--- config.mk ---
export PLATFORM = sky130hd
export DESIGN_NAME = dsf_queue
export DESIGN_NICKNAME = d
export VERILOG_FILES = /design/src/rtl/core/dsf_pkg.sv /design/src/rtl/core/dsf_queue.sv
export SDC_FILE = /design/constraint.sdc
export NUM_CORES = 1
export LEC_CHECK = 0
export ABC_AREA = 1
export BUFFER_PORTS_ARGS = -buffer_cell sky130_fd_sc_hd__clkbuf_2
export CAP_MARGIN = 25
export CORE_MARGIN = 2
export CORE_UTILIZATION = 50
export CTS_CLUSTER_DIAMETER = 120
export DETAILED_ROUTE_END_ITERATION = 16
export PLACE_DENSITY = 0.8
export SETUP_SLACK_MARGIN = 0.15
export SYNTH_ARGS = -nofsm -noshare
export SYNTH_HDL_FRONTEND = slang
export SYNTH_SLANG_ARGS = --single-unit
--- constraint.sdc ---
create_clock -name clk_i -period 14.6 [get_ports clk_i]
set_clock_uncertainty 0.2 [all_clocks]
set_input_delay 0.73 -clock clk_i [delete_from_list [all_inputs] [get_ports clk_i]]
set_output_delay 0.73 -clock clk_i [all_outputs]
set_load 0.01 [all_outputs]
--- src/rtl/core/dsf_pkg.sv ---
// Shared types, constants and helpers of the damped spring force block.
`default_nettype none

package dsf_pkg;

  localparam int WORD_BITS = 32;
  localparam int FRAC_BITS = 16;

  typedef logic signed [WORD_BITS-1:0] sword_t;
  typedef logic [WORD_BITS-1:0] uword_t;

  // square root: 2W-bit radicand, one root bit per stage
  localparam int SQ_W        = 2 * WORD_BITS;
  localparam int SQRT_STAGES = WORD_BITS;
  // |d| <= distance, so the quotient needs only FRAC_BITS+1 bits
  localparam int DIV_STAGES  = FRAC_BITS + 1;
  localparam int U_W         = FRAC_BITS + 2;
  localparam int PROD_W      = U_W + WORD_BITS;
  localparam int MUL_W       = 2 * WORD_BITS + 1;
  localparam int SAT_IN_W    = 2 * WORD_BITS + 2;

  localparam int QUEUE_DEPTH = 2;

  // back pipeline stage positions
  localparam int P_SQ       = 0;
  localparam int P_SUM      = P_SQ + 1;
  localparam int P_ROOT     = P_SUM + SQRT_STAGES;
  localparam int P_QUO      = P_ROOT + DIV_STAGES;
  localparam int P_U        = P_QUO + 1;
  localparam int P_M1       = P_U + 1;
  localparam int P_M2       = P_M1 + 1;
  localparam int P_M3       = P_M2 + 1;
  localparam int P_M4       = P_M3 + 1;
  localparam int P_M5       = P_M4 + 1;
  localparam int P_OUT      = P_M5 + 1;
  localparam int NUM_STAGES = P_OUT + 1;

  typedef enum logic [1:0] {
    CFG_ENABLED  = 2'd0,
    CFG_STRENGTH = 2'd1,
    CFG_DAMPING  = 2'd2,
    CFG_REST     = 2'd3
  } cfg_idx_e;

  typedef struct packed {
    sword_t delta_pos_x;
    sword_t delta_pos_y;
    sword_t delta_pos_z;
    sword_t delta_vel_x;
    sword_t delta_vel_y;
    sword_t delta_vel_z;
    logic   free_a;
    logic   free_b;
  } in_word_t;

  typedef struct packed {
    sword_t force_a_x;
    sword_t force_a_y;
    sword_t force_a_z;
    sword_t force_b_x;
    sword_t force_b_y;
    sword_t force_b_z;
    logic   apply_a;
    logic   apply_b;
  } out_word_t;

  // classified item held in the queue
  typedef struct packed {
    uword_t [2:0] dmag;
    logic   [2:0] dneg;
    sword_t [2:0] vel;
    logic         apply_a;
    logic         apply_b;
    logic         zero;
  } item_t;

  function automatic sword_t sat_word(input logic signed [SAT_IN_W-1:0] v);
    logic [SAT_IN_W-WORD_BITS:0] top;
    top = v[SAT_IN_W-1:WORD_BITS-1];
    if ((&top) || !(|top)) begin
      return v[WORD_BITS-1:0];
    end else if (v[SAT_IN_W-1]) begin
      return {1'b1, {(WORD_BITS-1){1'b0}}};
    end else begin
      return {1'b0, {(WORD_BITS-1){1'b1}}};
    end
  endfunction

endpackage

`default_nettype wire

--- src/rtl/core/dsf_queue.sv ---
// Two-entry queue between the front end and the back pipeline.
`default_nettype none

module dsf_queue (
  input  logic           clk_i,
  input  logic           rst_ni,
  input  logic           push_i,
  input  dsf_pkg::item_t item_i,
  output logic           full_o,
  input  logic           pop_i,
  output logic           valid_o,
  output dsf_pkg::item_t item_o
);
  import dsf_pkg::*;

  localparam int PTR_W = (QUEUE_DEPTH > 1) ? $clog2(QUEUE_DEPTH) : 1;
  localparam int CNT_W = $clog2(QUEUE_DEPTH + 1);

  item_t             mem_q [QUEUE_DEPTH];
  logic [PTR_W-1:0]  wr_q, wr_d, rd_q, rd_d;
  logic [CNT_W-1:0]  cnt_q, cnt_d;
  logic              do_push, do_pop;

  assign full_o  = (cnt_q == CNT_W'(QUEUE_DEPTH));
  assign valid_o = (cnt_q != '0);
  assign item_o  = mem_q[rd_q];
  assign do_push = push_i && !full_o;
  assign do_pop  = pop_i && valid_o;

  always_comb begin
    wr_d  = wr_q;
    rd_d  = rd_q;
    cnt_d = cnt_q;
    if (do_push) begin
      wr_d = (wr_q == PTR_W'(QUEUE_DEPTH - 1)) ? '0 : wr_q + PTR_W'(1);
    end
    if (do_pop) begin
      rd_d = (rd_q == PTR_W'(QUEUE_DEPTH - 1)) ? '0 : rd_q + PTR_W'(1);
    end
    if (do_push && !do_pop) begin
      cnt_d = cnt_q + CNT_W'(1);
    end else if (do_pop && !do_push) begin
      cnt_d = cnt_q - CNT_W'(1);
    end
  end

  always_ff @(posedge clk_i or negedge rst_ni) begin
    if (!rst_ni) begin
      wr_q  <= '0;
      rd_q  <= '0;
      cnt_q <= '0;
    end else begin
      wr_q  <= wr_d;
      rd_q  <= rd_d;
      cnt_q <= cnt_d;
    end
  end

  always_ff @(posedge clk_i) begin
    if (do_push) begin
      mem_q[wr_q] <= item_i;
    end
  end

endmodule

`default_nettype wire

==> metrics.md <==
| Metric | Value |
|---|---|
| Distinct cells, synth | `14` |
| Layout Nets | `1678` |
| Cts repair resizes | `0` |
| Dpl hpwl | `21190 um` |
| Pre-antenna DRT Iters | `5` |
| Worst-margin pin slew | `1054 ps` |
| Clock root cell | `clkbuf_16` |
| Grt ovf | `0` |
| Maximum vdd drop | `142.9 uV` |
| Worst Path Class, Setup | `reg -> out` |
| Pwr Total | `0.003746 W` |
| Starting density of the core | `50.81%` |
| Period minus WS final | `4312 ps` |
| Vias in the first global route | `9335` |
| WL per Instance | `17.08 um` |
| Post-Syn Area per Cell | `13.69 um^2` |
| Static leakage | `7.898 nW` |
| Count of input and output buffers | `401` |
| Max stage delay on crit path | `930 ps` |
| First-pass GRT wire length | `48530 um` |
| Vias per inst | `5.002` |
| Residual DRC | `0` |
| Pwr per Cell Area | `205.6 nW/um^2` |
| Final setup fails | `0` |
| Total wire length | `32250 um` |
| Layout cell share with drive strength beyond 1 | `30.69%` |
| Setup crit start kind | `flip-flop` |
| Status | `finished, final reports clean` |
| CTS tree | `yes` |
| Latest clock arrival within the worst-skew pair | `510 ps` |
| GRT met3 Usage | `7.158%` |
| Worst Path Required | `13670 ps` |
| Hold crit path type | `in -> reg` |
| Antenna-violating nets left | `0` |
| Worst Hold Slack | `203.9 ps` |
| Final hold violation count | `0` |
| Max-slew headroom | `29.75%` |
| Net switching power | `0.001262 W` |
| Slowest stage cell, crit path | `buf_4` |
| Post-CTS Setup Bufs | `0` |
| Largest family of logic cells by synthesized area | `simple AND/OR/NAND/NOR gates` |
| Number of max-cap violations | `0` |
| TritonCTS buffer count | `39` |
| Tcrit/Tclk final | `29.53%` |
| Synthesized area | `14580 um^2` |
| CP Max Fanout | `102` |
| Clk sink count | `400` |
| Simple-gate share of the synthesized area | `15.76%` |
| GR peak layer | `met2` |
| CP arrival | `3380 ps` |
| Cell Int Power | `0.002484 W` |
| Area leader, netlist | `edfxtp_1` |
| Routed vias | `9443` |
| Area share of fa/ha/maj cells after synthesis | `0.08579%` |
| RSZ-0062 raised after global routing | `false` |
| Most common cell after layout, fill and taps aside | `nand2_1` |
| Clock group share of total power | `24.9%` |
| Clock slew at reported path FFs | `60 ps` |
| Area delta synth->final | `24.91%` |
| Core area | `28700 um^2` |
| Global Route met2 Usage | `35.31%` |
| CP top delay family | `buffers and inverters` |
| Final GP Congestion | `0.7832` |
| First-iteration detailed-routing DRC count | `908` |
| Sequential power share | `43.6%` |
| Switching Share | `33.68%` |
| Yosys reg bits | `400` |
| Rows | `62` |
| Combinational power share | `31.5%` |
| Fmax | `0.2319 GHz` |
| Number of H-tree levels | `2` |
| GRT Overall Usage | `20.47%` |
| Die area | `30550 um^2` |
| Most frequent cells in the layout | `605 x nand2_1, 401 x clkbuf_2, 396 x edfxtp_1, 41 x clkbuf_16, 14 x clkbuf_1` |
| Synth Area in Compound Gates | `0.03432%` |
| Antenna violations before repair | `2` |
| Synth top area share | `81.54%` |
| Slew Viols, Final | `0` |
| Cells after synthesis | `1065` |
| CP Buf/Inv Count | `4` |
| # IOs | `402` |
| Critical Path Most Common Cell | `nand2_1` |
| Mux cell area share after synthesis | `0%` |
| Grt met1 use | `24.11%` |
| Top post-synthesis cells by area | `edfxtp_1 82%, nand2_1 16%, buf_2 0.75%` |
| Pin count of the biggest net entering global routing | `124` |
| Clock Path Buffers | `3` |
| Seq/Total Area, Yosys | `82.22%` |
| Syn Nets | `1268` |
| CP cell instances | `buf_16, inv_6, buf_4, nand2_1, nand2_1, clkbuf_2` |
| Die Ht | `174.8 um` |
| XOR/XNOR Fraction of Synth Area | `0.06005%` |
| Final setup TNS | `0 ps` |
| Ys Warns | `0` |
| Hold_buf cts | `1` |
| Crit. End Element | `output pin` |
| Die X-Extent | `174.8 um` |
per-layer routing:
metal | share of wire [%] | vias to the layer above
met2 | 50 | 471
li1 | - | 4431
met5 | 0 | -
met3 | 11 | 68
met1 | 36 | 4473
met4 | 2.7 | 0
worst paths after layout:
path                        startpoint       endpoint  slack [ps]  depth (start not counted)
min in group asynchronous       rst_ni       cnt_q[0]         390                          2
hold / removal             item_i[184]  mem_q[0][184]         200                          1
hold reg to reg               cnt_q[1]       cnt_q[1]         270                          2
setup / recovery                  rd_q    item_o[106]       10290                          6
setup reg to reg              cnt_q[1]  mem_q[0][179]       11630                          7
max in group asynchronous       rst_ni           rd_q       13650                          2
cells in the mapped netlist:
cell type,number
o21ai_0,1
clkbuf_1,8
inv_1,7
ha_1,1
xnor2_1,1
dfrtp_1,4
nand4_1,1
nand2_1,605
nor2_1,3
inv_2,1
buf_4,13
edfxtp_1,396
buf_2,22
nand3_1,2
power by group through the flow:
stage                     sequential, W  combinational (W)  clock (W)
after global placement          0.00168            0.00110          0
after floorplan                 0.00170           0.000686          0
after detailed placement        0.00169            0.00112          0
after CTS                       0.00167            0.00113   0.000951
final                           0.00163            0.00118   0.000934
after global routing            0.00165            0.00130   0.000995
final cells by class:
cell class	instances	area, um^2
antenna	2	5.005
fill	2077	10490
timing repair buffer	412	2172
tap	384	480.5
multi-input combinational	614	2332
inverter	8	42.54
sequential	400	12000
clock buffer	55	1079
clock inverter	13	111.4
sequential cells by signal, indices dropped and copies added (netlist names):
name and cells:
mem_q 396, cnt_q 2, rd_q 1, wr_q 1
logic make-up (layout without fill, tap and decap cells):
logic type	after synthesis	count (layout)
flip-flops	400	400
other	0	2
AND/OR/NAND/NOR	611	611
adder cells (fa/ha/maj)	1	1
buffers and inverters	51	488
AO/OA/AOI/OAI	1	1
XOR/XNOR	1	1
through the flow:
stage,utilization [%],setup WS (ps),instance area (um^2),cells
2_1_floorplan,-,4598,14580,1065
3_3_place_gp,58.89,10730,16900,1813
3_5_place_dp,58.89,10680,16900,1813
4_1_cts,63.07,10090,18100,1882
5_1_grt,63.46,10080,18220,1887
6_report,63.47,10290,18220,1888
Note: power is estimated with default switching activity, not from simulation.
