==> src/rtl/core/dsf_pkg.sv <==
// Shared types, constants and helpers of the damped spring force block.
`default_nettype none

package dsf_pkg;

  localparam int WORD_BITS = 32;
  localparam int FRAC_BITS = 16;

  typedef logic signed [WORD_BITS-1:0] sword_t;
  typedef logic [WORD_BITS-1:0] uword_t;

  // square root: 2W-bit radicand, one root bit per stage
  localparam int SQ_W        = 2 * WORD_BITS;
  localparam int SQRT_STAGES = WORD_BITS;
  // |d| <= distance, so the quotient needs only FRAC_BITS+1 bits
  localparam int DIV_STAGES  = FRAC_BITS + 1;
  localparam int U_W         = FRAC_BITS + 2;
  localparam int PROD_W      = U_W + WORD_BITS;
  localparam int MUL_W       = 2 * WORD_BITS + 1;
  localparam int SAT_IN_W    = 2 * WORD_BITS + 2;

  localparam int QUEUE_DEPTH = 2;

  // back pipeline stage positions
  localparam int P_SQ       = 0;
  localparam int P_SUM      = P_SQ + 1;
  localparam int P_ROOT     = P_SUM + SQRT_STAGES;
  localparam int P_QUO      = P_ROOT + DIV_STAGES;
  localparam int P_U        = P_QUO + 1;
  localparam int P_M1       = P_U + 1;
  localparam int P_M2       = P_M1 + 1;
  localparam int P_M3       = P_M2 + 1;
  localparam int P_M4       = P_M3 + 1;
  localparam int P_M5       = P_M4 + 1;
  localparam int P_OUT      = P_M5 + 1;
  localparam int NUM_STAGES = P_OUT + 1;

  typedef enum logic [1:0] {
    CFG_ENABLED  = 2'd0,
    CFG_STRENGTH = 2'd1,
    CFG_DAMPING  = 2'd2,
    CFG_REST     = 2'd3
  } cfg_idx_e;

  typedef struct packed {
    sword_t delta_pos_x;
    sword_t delta_pos_y;
    sword_t delta_pos_z;
    sword_t delta_vel_x;
    sword_t delta_vel_y;
    sword_t delta_vel_z;
    logic   free_a;
    logic   free_b;
  } in_word_t;

  typedef struct packed {
    sword_t force_a_x;
    sword_t force_a_y;
    sword_t force_a_z;
    sword_t force_b_x;
    sword_t force_b_y;
    sword_t force_b_z;
    logic   apply_a;
    logic   apply_b;
  } out_word_t;

  // classified item held in the queue
  typedef struct packed {
    uword_t [2:0] dmag;
    logic   [2:0] dneg;
    sword_t [2:0] vel;
    logic         apply_a;
    logic         apply_b;
    logic         zero;
  } item_t;

  function automatic sword_t sat_word(input logic signed [SAT_IN_W-1:0] v);
    logic [SAT_IN_W-WORD_BITS:0] top;
    top = v[SAT_IN_W-1:WORD_BITS-1];
    if ((&top) || !(|top)) begin
      return v[WORD_BITS-1:0];
    end else if (v[SAT_IN_W-1]) begin
      return {1'b1, {(WORD_BITS-1){1'b0}}};
    end else begin
      return {1'b0, {(WORD_BITS-1){1'b1}}};
    end
  endfunction

endpackage

`default_nettype wire

==> src/rtl/core/dsf_front.sv <==
// Front end: accepts input words and classifies them for the queue.
`default_nettype none

module dsf_front (
  input  logic             in_valid_i,
  output logic             in_ready_o,
  input  dsf_pkg::in_word_t in_word_i,
  input  logic             enabled_i,
  input  logic             full_i,
  output logic             push_o,
  output dsf_pkg::item_t   item_o
);
  import dsf_pkg::*;

  sword_t [2:0] dpos;

  assign in_ready_o = !full_i;
  assign push_o     = in_valid_i && !full_i;
  assign dpos       = {in_word_i.delta_pos_z, in_word_i.delta_pos_y, in_word_i.delta_pos_x};

  always_comb begin
    for (int i = 0; i < 3; i++) begin
      item_o.dneg[i] = dpos[i][WORD_BITS-1];
      item_o.dmag[i] = dpos[i][WORD_BITS-1] ? (~dpos[i] + uword_t'(1)) : dpos[i];
    end
    item_o.vel     = {in_word_i.delta_vel_z, in_word_i.delta_vel_y, in_word_i.delta_vel_x};
    item_o.apply_a = enabled_i && in_word_i.free_a;
    item_o.apply_b = enabled_i && in_word_i.free_b;
    item_o.zero    = !enabled_i;
  end

endmodule

`default_nettype wire

==> config.mk <==
export PLATFORM = sky130hd
export DESIGN_NAME = dsf_front
export DESIGN_NICKNAME = d
export VERILOG_FILES = /design/src/rtl/core/dsf_pkg.sv /design/src/rtl/core/dsf_front.sv
export SDC_FILE = /design/constraint.sdc
export NUM_CORES = 1
export LEC_CHECK = 0
export BUFFER_PORTS_ARGS = -buffer_cell sky130_fd_sc_hd__buf_2
export CAP_MARGIN = 20
export CORE_AREA = 4 4 151 153
export DETAILED_ROUTE_END_ITERATION = 12
export DIE_AREA = 0 0 155 157
export GPL_ROUTABILITY_DRIVEN = 0
export GPL_TIMING_DRIVEN = 0
export PLACE_DENSITY = 0.44
export SETUP_SLACK_MARGIN = 0.5
export SLEW_MARGIN = 20
export SYNTH_ARGS = -nofsm -noshare
export SYNTH_HDL_FRONTEND = slang
export SYNTH_SLANG_ARGS = --single-unit
==> constraint.sdc <==
create_clock -name vclk -period 2.6
set_input_delay 0.13 -clock vclk [all_inputs]
set_output_delay 0.13 -clock vclk [all_outputs]
set_load 0.1 [all_outputs]
==> impl_metrics.ini, run 1 <==
[worst_setup_path]
worstSetupPathType = input port to output pin
startpoint = in_word_i[163]
worst_ep_arrival_time_ns = 2.52
cp_max_fo = 2
critPathRequiredTime_ns = 2.47
endpoint_kind = output pin
worst_setup_path_start_kind = input port

[pwr]
powerDensity_mw_per_mm2 = 395
clockPowerShare = 0
seqPwrFrac = 0
p_switching_mw = 2.28
sw_frac_of_total = 0.728
vdd_ir_drop_max_v = 0.000234
p_int_mw = 0.853
p_leak_nw = 3.65
p_comb_frac = 1.000

[timing]
setup_violations = 1
max_freq_mhz = 378
slew_viol_final = 0
finalHoldViolCount = 0
hold_slack_ns = 0.587
rsz0062_at_grt = true
worstMarginPinSlew_ns = 0.859
finalCritPeriodShare = 1.02
worst_slack_ns = -0.0450
period_needed_ns = 2.65
slew_headroom = 0.427

[layout]
clkbuf_count = 0
fillers = 2148
seq_area_um2 = 0
area_growth_syn_to_layout_pct = 186
drive_above_1_share = 0.887
n_sequential_cell = 0
fin_area_mm2 = 0.00794
utilization = 0.368
instances_no_fill = 1041
multi_input_area_mm2 = 0.00379
nets = 962

[routing]
vias = 4312
wl_per_cell_um = 19.1
drt_first_iter_violations = 88
viasPerCell = 4.14
first_pass_iters = 4
drt_drc_violations_left = 0
ant_nets = 0
wirelength_mm = 19.8

[global_routing]
overflow = 0
grt_max_degree = 11
grt_pass1_vias = 4388
grt_first_pass_wirelength_mm = 27.6
grtUsageTotal = 0.146
antenna_found_initial = 8

[floorplanning]
ios = 397
die_area_mm2 = 0.0243
std_cell_rows = 54
start_util = 0.129
core_area_mm2 = 0.0216
die_w_um = 155
die_h_um = 157

[placed_design]
post_dp_cell_area_mm2 = 0.00572
place_inst = 982
place_hpwl_mm = 17.1
portBuffers = 301

[hold_path]
hold_class = input port to output pin
hp-start = in_word_i[150]
holdPathStages = 3

[run_status]
outcome = complete, but fails checks
violations = setup timing

[flow_run]
drv_cap = 0

[cts]
hold_buffers = 0

[yosys]
syn_inst = 401
yosysSeqAreaShare = 0
synth_area_mm2 = 0.00278
yosys_warnings = 0
netlist-cell-type-count = 36
synth_fp_nets = 601
avgSynthCellArea_um2 = 6.92
synthesized netlist by cell type, drive strengths merged (6+ instances only):
cell type  count  area [um^2]
buf          104          778
xnor2         86          753
nand2         37          139
o21ai         31          155
o31ai         24          180
nor2          14         52.6
or3           14         96.3
o41ai         12          113
nor4          10         62.6
or4            9         71.3
clkbuf         8         30.0
inv            8         30.0
nor3           8         40.0
nand3          6         30.0
stage by stage:
stage	power, mW	setup WS [ns]	setup TNS (ns)
floorplan	2.25	0.154	0
global placement	2.74	-0.464	-4.38
detailed placement	2.74	-0.503	-4.45
CTS	3.05	-0.134	-0.285
global route	3.22	-0.0961	-0.174
finish	3.14	-0.0450	-0.0450
power groups by stage:
| stage | clock, mW | combinational [mW] | sequential, mW |
|---|---|---|---|
| after floorplan | 0 | 2.25 | 0 |
| after global placement | 0 | 2.74 | 0 |
| after detailed placement | 0 | 2.74 | 0 |
| after CTS | 0 | 3.05 | 0 |
| after global routing | 0 | 3.22 | 0 |
| final | 0.0000000514 | 3.14 | 0 |
worst paths after layout:
path	slack, ns	endpoint
setup / recovery	-0.05	item_o[122]
hold / removal	0.59	item_o[154]
cell usage in the layout (no fill, tap or decap), types with 11 or more instances in the layout:
cell type | netlist | layout
buf_12 | 0 | 27
buf_4 | 103 | 151
xnor2_4 | 0 | 15
nand2_1 | 37 | 22
o21ai_4 | 0 | 11
buf_8 | 0 | 23
buf_6 | 0 | 59
xnor2_2 | 0 | 70
o31ai_4 | 0 | 12
buf_2 | 1 | 202
layout make-up:
class / instances / area share
multi-input combinational: 281 / 0.477
timing repair buffer: 359 / 0.368
buffer: 112 / 0.104
tap: 280 / 0.0442
inverter: 8 / 0.00694
antenna: 1 / 0.000315
metal layers:
metal	track usage	part of all wire	up-vias	wire length [um]
li1	-	-	2037	-
met1	0.155	0.33	2008	6630
met2	0.281	0.54	221	10700
met3	0.0509	0.097	34	1930
met4	0.0252	0.026	12	507
met5	0	0.0033	-	66
timing repair:
item	CTS	global route
resized for setup	332	121
setup buffers	28	30
pin swaps	52	66
endpoints found under the setup margin	73	68
endpoints found under the hold margin	0	0
kinds of logic after synthesis:
group / count (synthesis) / share of synthesized area
buffers and inverters: 120 / 0.302
AO/OA/AOI/OAI: 68 / 0.164
adder cells (fa/ha/maj): 3 / 0.0135
AND/OR/NAND/NOR: 123 / 0.246
XOR/XNOR: 87 / 0.274
critical path: stages:
cell and delay (ns):
buf_12 0.11, inv_12 0.04, ha_4 0.12, or4b_4 0.46
or4_4 0.44, or3_4 0.44, buf_12 0.14, o31ai_4 0.25
xnor2_4 0.17, buf_12 0.19
No activity file was read; power rests on OpenSTA's default activity.
==> inputs of run 2 (changes only) <==
- CORE_AREA: 4 4 151 153 -> 2 2 153 155
- PLACE_DENSITY: 0.44 -> 0.43
==> run 2 against run 1 <==
  * The run still ends with setup timing left
  * Hold slack worse by 0.010 ns
  * Largest cell class unchanged
  * Highest routed layer is now met4
  * Routed wire length decreased by 16%
  * Die area unchanged
  * Global-route usage is 2.6 points lower
  * Flip-flop and latch count stayed put
  * Non-clock buffer count shrank 16
  * Worst setup slack improved by 0.032 ns
==> impl_metrics.ini, run 2 (same netlist as run 1, synthesis figures left out) <==
[run_status]
outcome = complete, but fails checks
violations = setup timing

[flow_run]
drv_cap = 0

[global_routing]
antenna_found_initial = 0
met2_usage = 0.246
grt_busiest_layer = met2
grt_max_degree = 11
grt_pass1_vias = 4075
overflow = 0
grtUsageTotal = 0.120
use_met1 = 0.129
grt_util_met3 = 0.0295
grt_first_pass_wirelength_mm = 23.3

[layout]
mostFrequentLayoutCells = buf_2, buf_4, xnor2_2
layout_commonest_cell = buf_2
fin_area_mm2 = 0.00768
n_sequential_cell = 0
nets = 946
clkbuf_count = 0
instances_no_fill = 1029
fillers = 2279
seq_area_um2 = 0
antenna_cells = 0
drive_above_1_share = 0.874
area_growth_syn_to_layout_pct = 177

[floorplanning]
die_w_um = 155
start_util = 0.123
core_area_mm2 = 0.0225
die_h_um = 157
std_cell_rows = 55
ios = 397
die_area_mm2 = 0.0243

[timing]
rsz0062_at_grt = true
worst_slack_ns = -0.0129
finalHoldViolCount = 0
tns_ns = -0.0129
worstMarginPinSlew_ns = 0.786
slew_viol_final = 0
period_needed_ns = 2.61
max_freq_mhz = 383
setup_violations = 1
finalCritPeriodShare = 1.00
slew_headroom = 0.476

[routing]
ant_nets = 0
drt_first_iter_violations = 37
first_pass_iters = 4
viasPerCell = 4.01
wl_per_cell_um = 16.2
drt_drc_violations_left = 0
vias = 4124
wirelength_mm = 16.7

[worst_setup_path]
worstSetupPathType = input port to output pin
critPathRequiredTime_ns = 2.47
cp_max_fo = 3
endpoint_kind = output pin
worst_setup_path_start_kind = input port
worst_ep_arrival_time_ns = 2.48

[placed_design]
place_inst = 987
pre_cts_slack_ns = -0.395
place_hpwl_mm = 14.1
post_dp_cell_area_mm2 = 0.00573
portBuffers = 301

[pwr]
p_leak_nw = 3.58
powerDensity_mw_per_mm2 = 401
vdd_ir_drop_max_v = 0.000257
power_mw = 3.08

[hold_path]
hold_class = input port to output pin
run 2: where the power goes:
part           total, mW  internal (mW)  leakage (nW)  switching, mW
Combinational       3.08          0.821          3.58           2.26
Sequential             0              0             0              0
Clock                  0              0             0              0
run 2: critical path, stage by stage:
cell and delay, ns:
buf_12 0.12, inv_12 0.04, ha_4 0.11, or4b_4 0.45, or4_4 0.50, or3_4 0.38, buf_12 0.14, o31ai_4 0.25
xnor2_4 0.16, buf_12 0.19
run 2: per-layer routing:
| layer | routed length, um | vias to the layer above |
|---|---|---|
| met4 | 138 | 0 |
| met3 | 1450 | 11 |
| li1 | - | 2010 |
| met1 | 5690 | 1903 |
| met2 | 9440 | 200 |
| met5 | 0 | - |
run 2: path summary, 6_finish.rpt:
kind                           start           to  slack (ns)  cells past startpoint
worst max-delay path  in_word_i[163]  item_o[122]       -0.01                     10
worst min-delay path  in_word_i[150]  item_o[154]        0.58                      3
run 2: layout make-up:
type / instances / area (um^2) / area share
timing repair buffer: 343 / 2700 / 0.351
inverter: 8 / 60.1 / 0.00782
multi-input combinational: 281 / 3740 / 0.487
buffer: 112 / 826 / 0.108
tap: 285 / 357 / 0.0464
run 2: timing repair:
item | CTS | global route
cloned | 0 | 0
setup endpoints to repair | 70 | 62
pin swaps | 40 | 45
setup buffers | 18 | 24
gates resized for setup | 302 | 100
hold buffers | 0 | 0
run 2: stage by stage:
stage	hold WS (ns)	util
3_3_place_gp	0.644	0.255
6_report	0.576	0.341
3_5_place_dp	0.644	0.255
5_1_grt	0.583	0.341
2_1_floorplan	0.375	-
4_1_cts	0.572	0.314
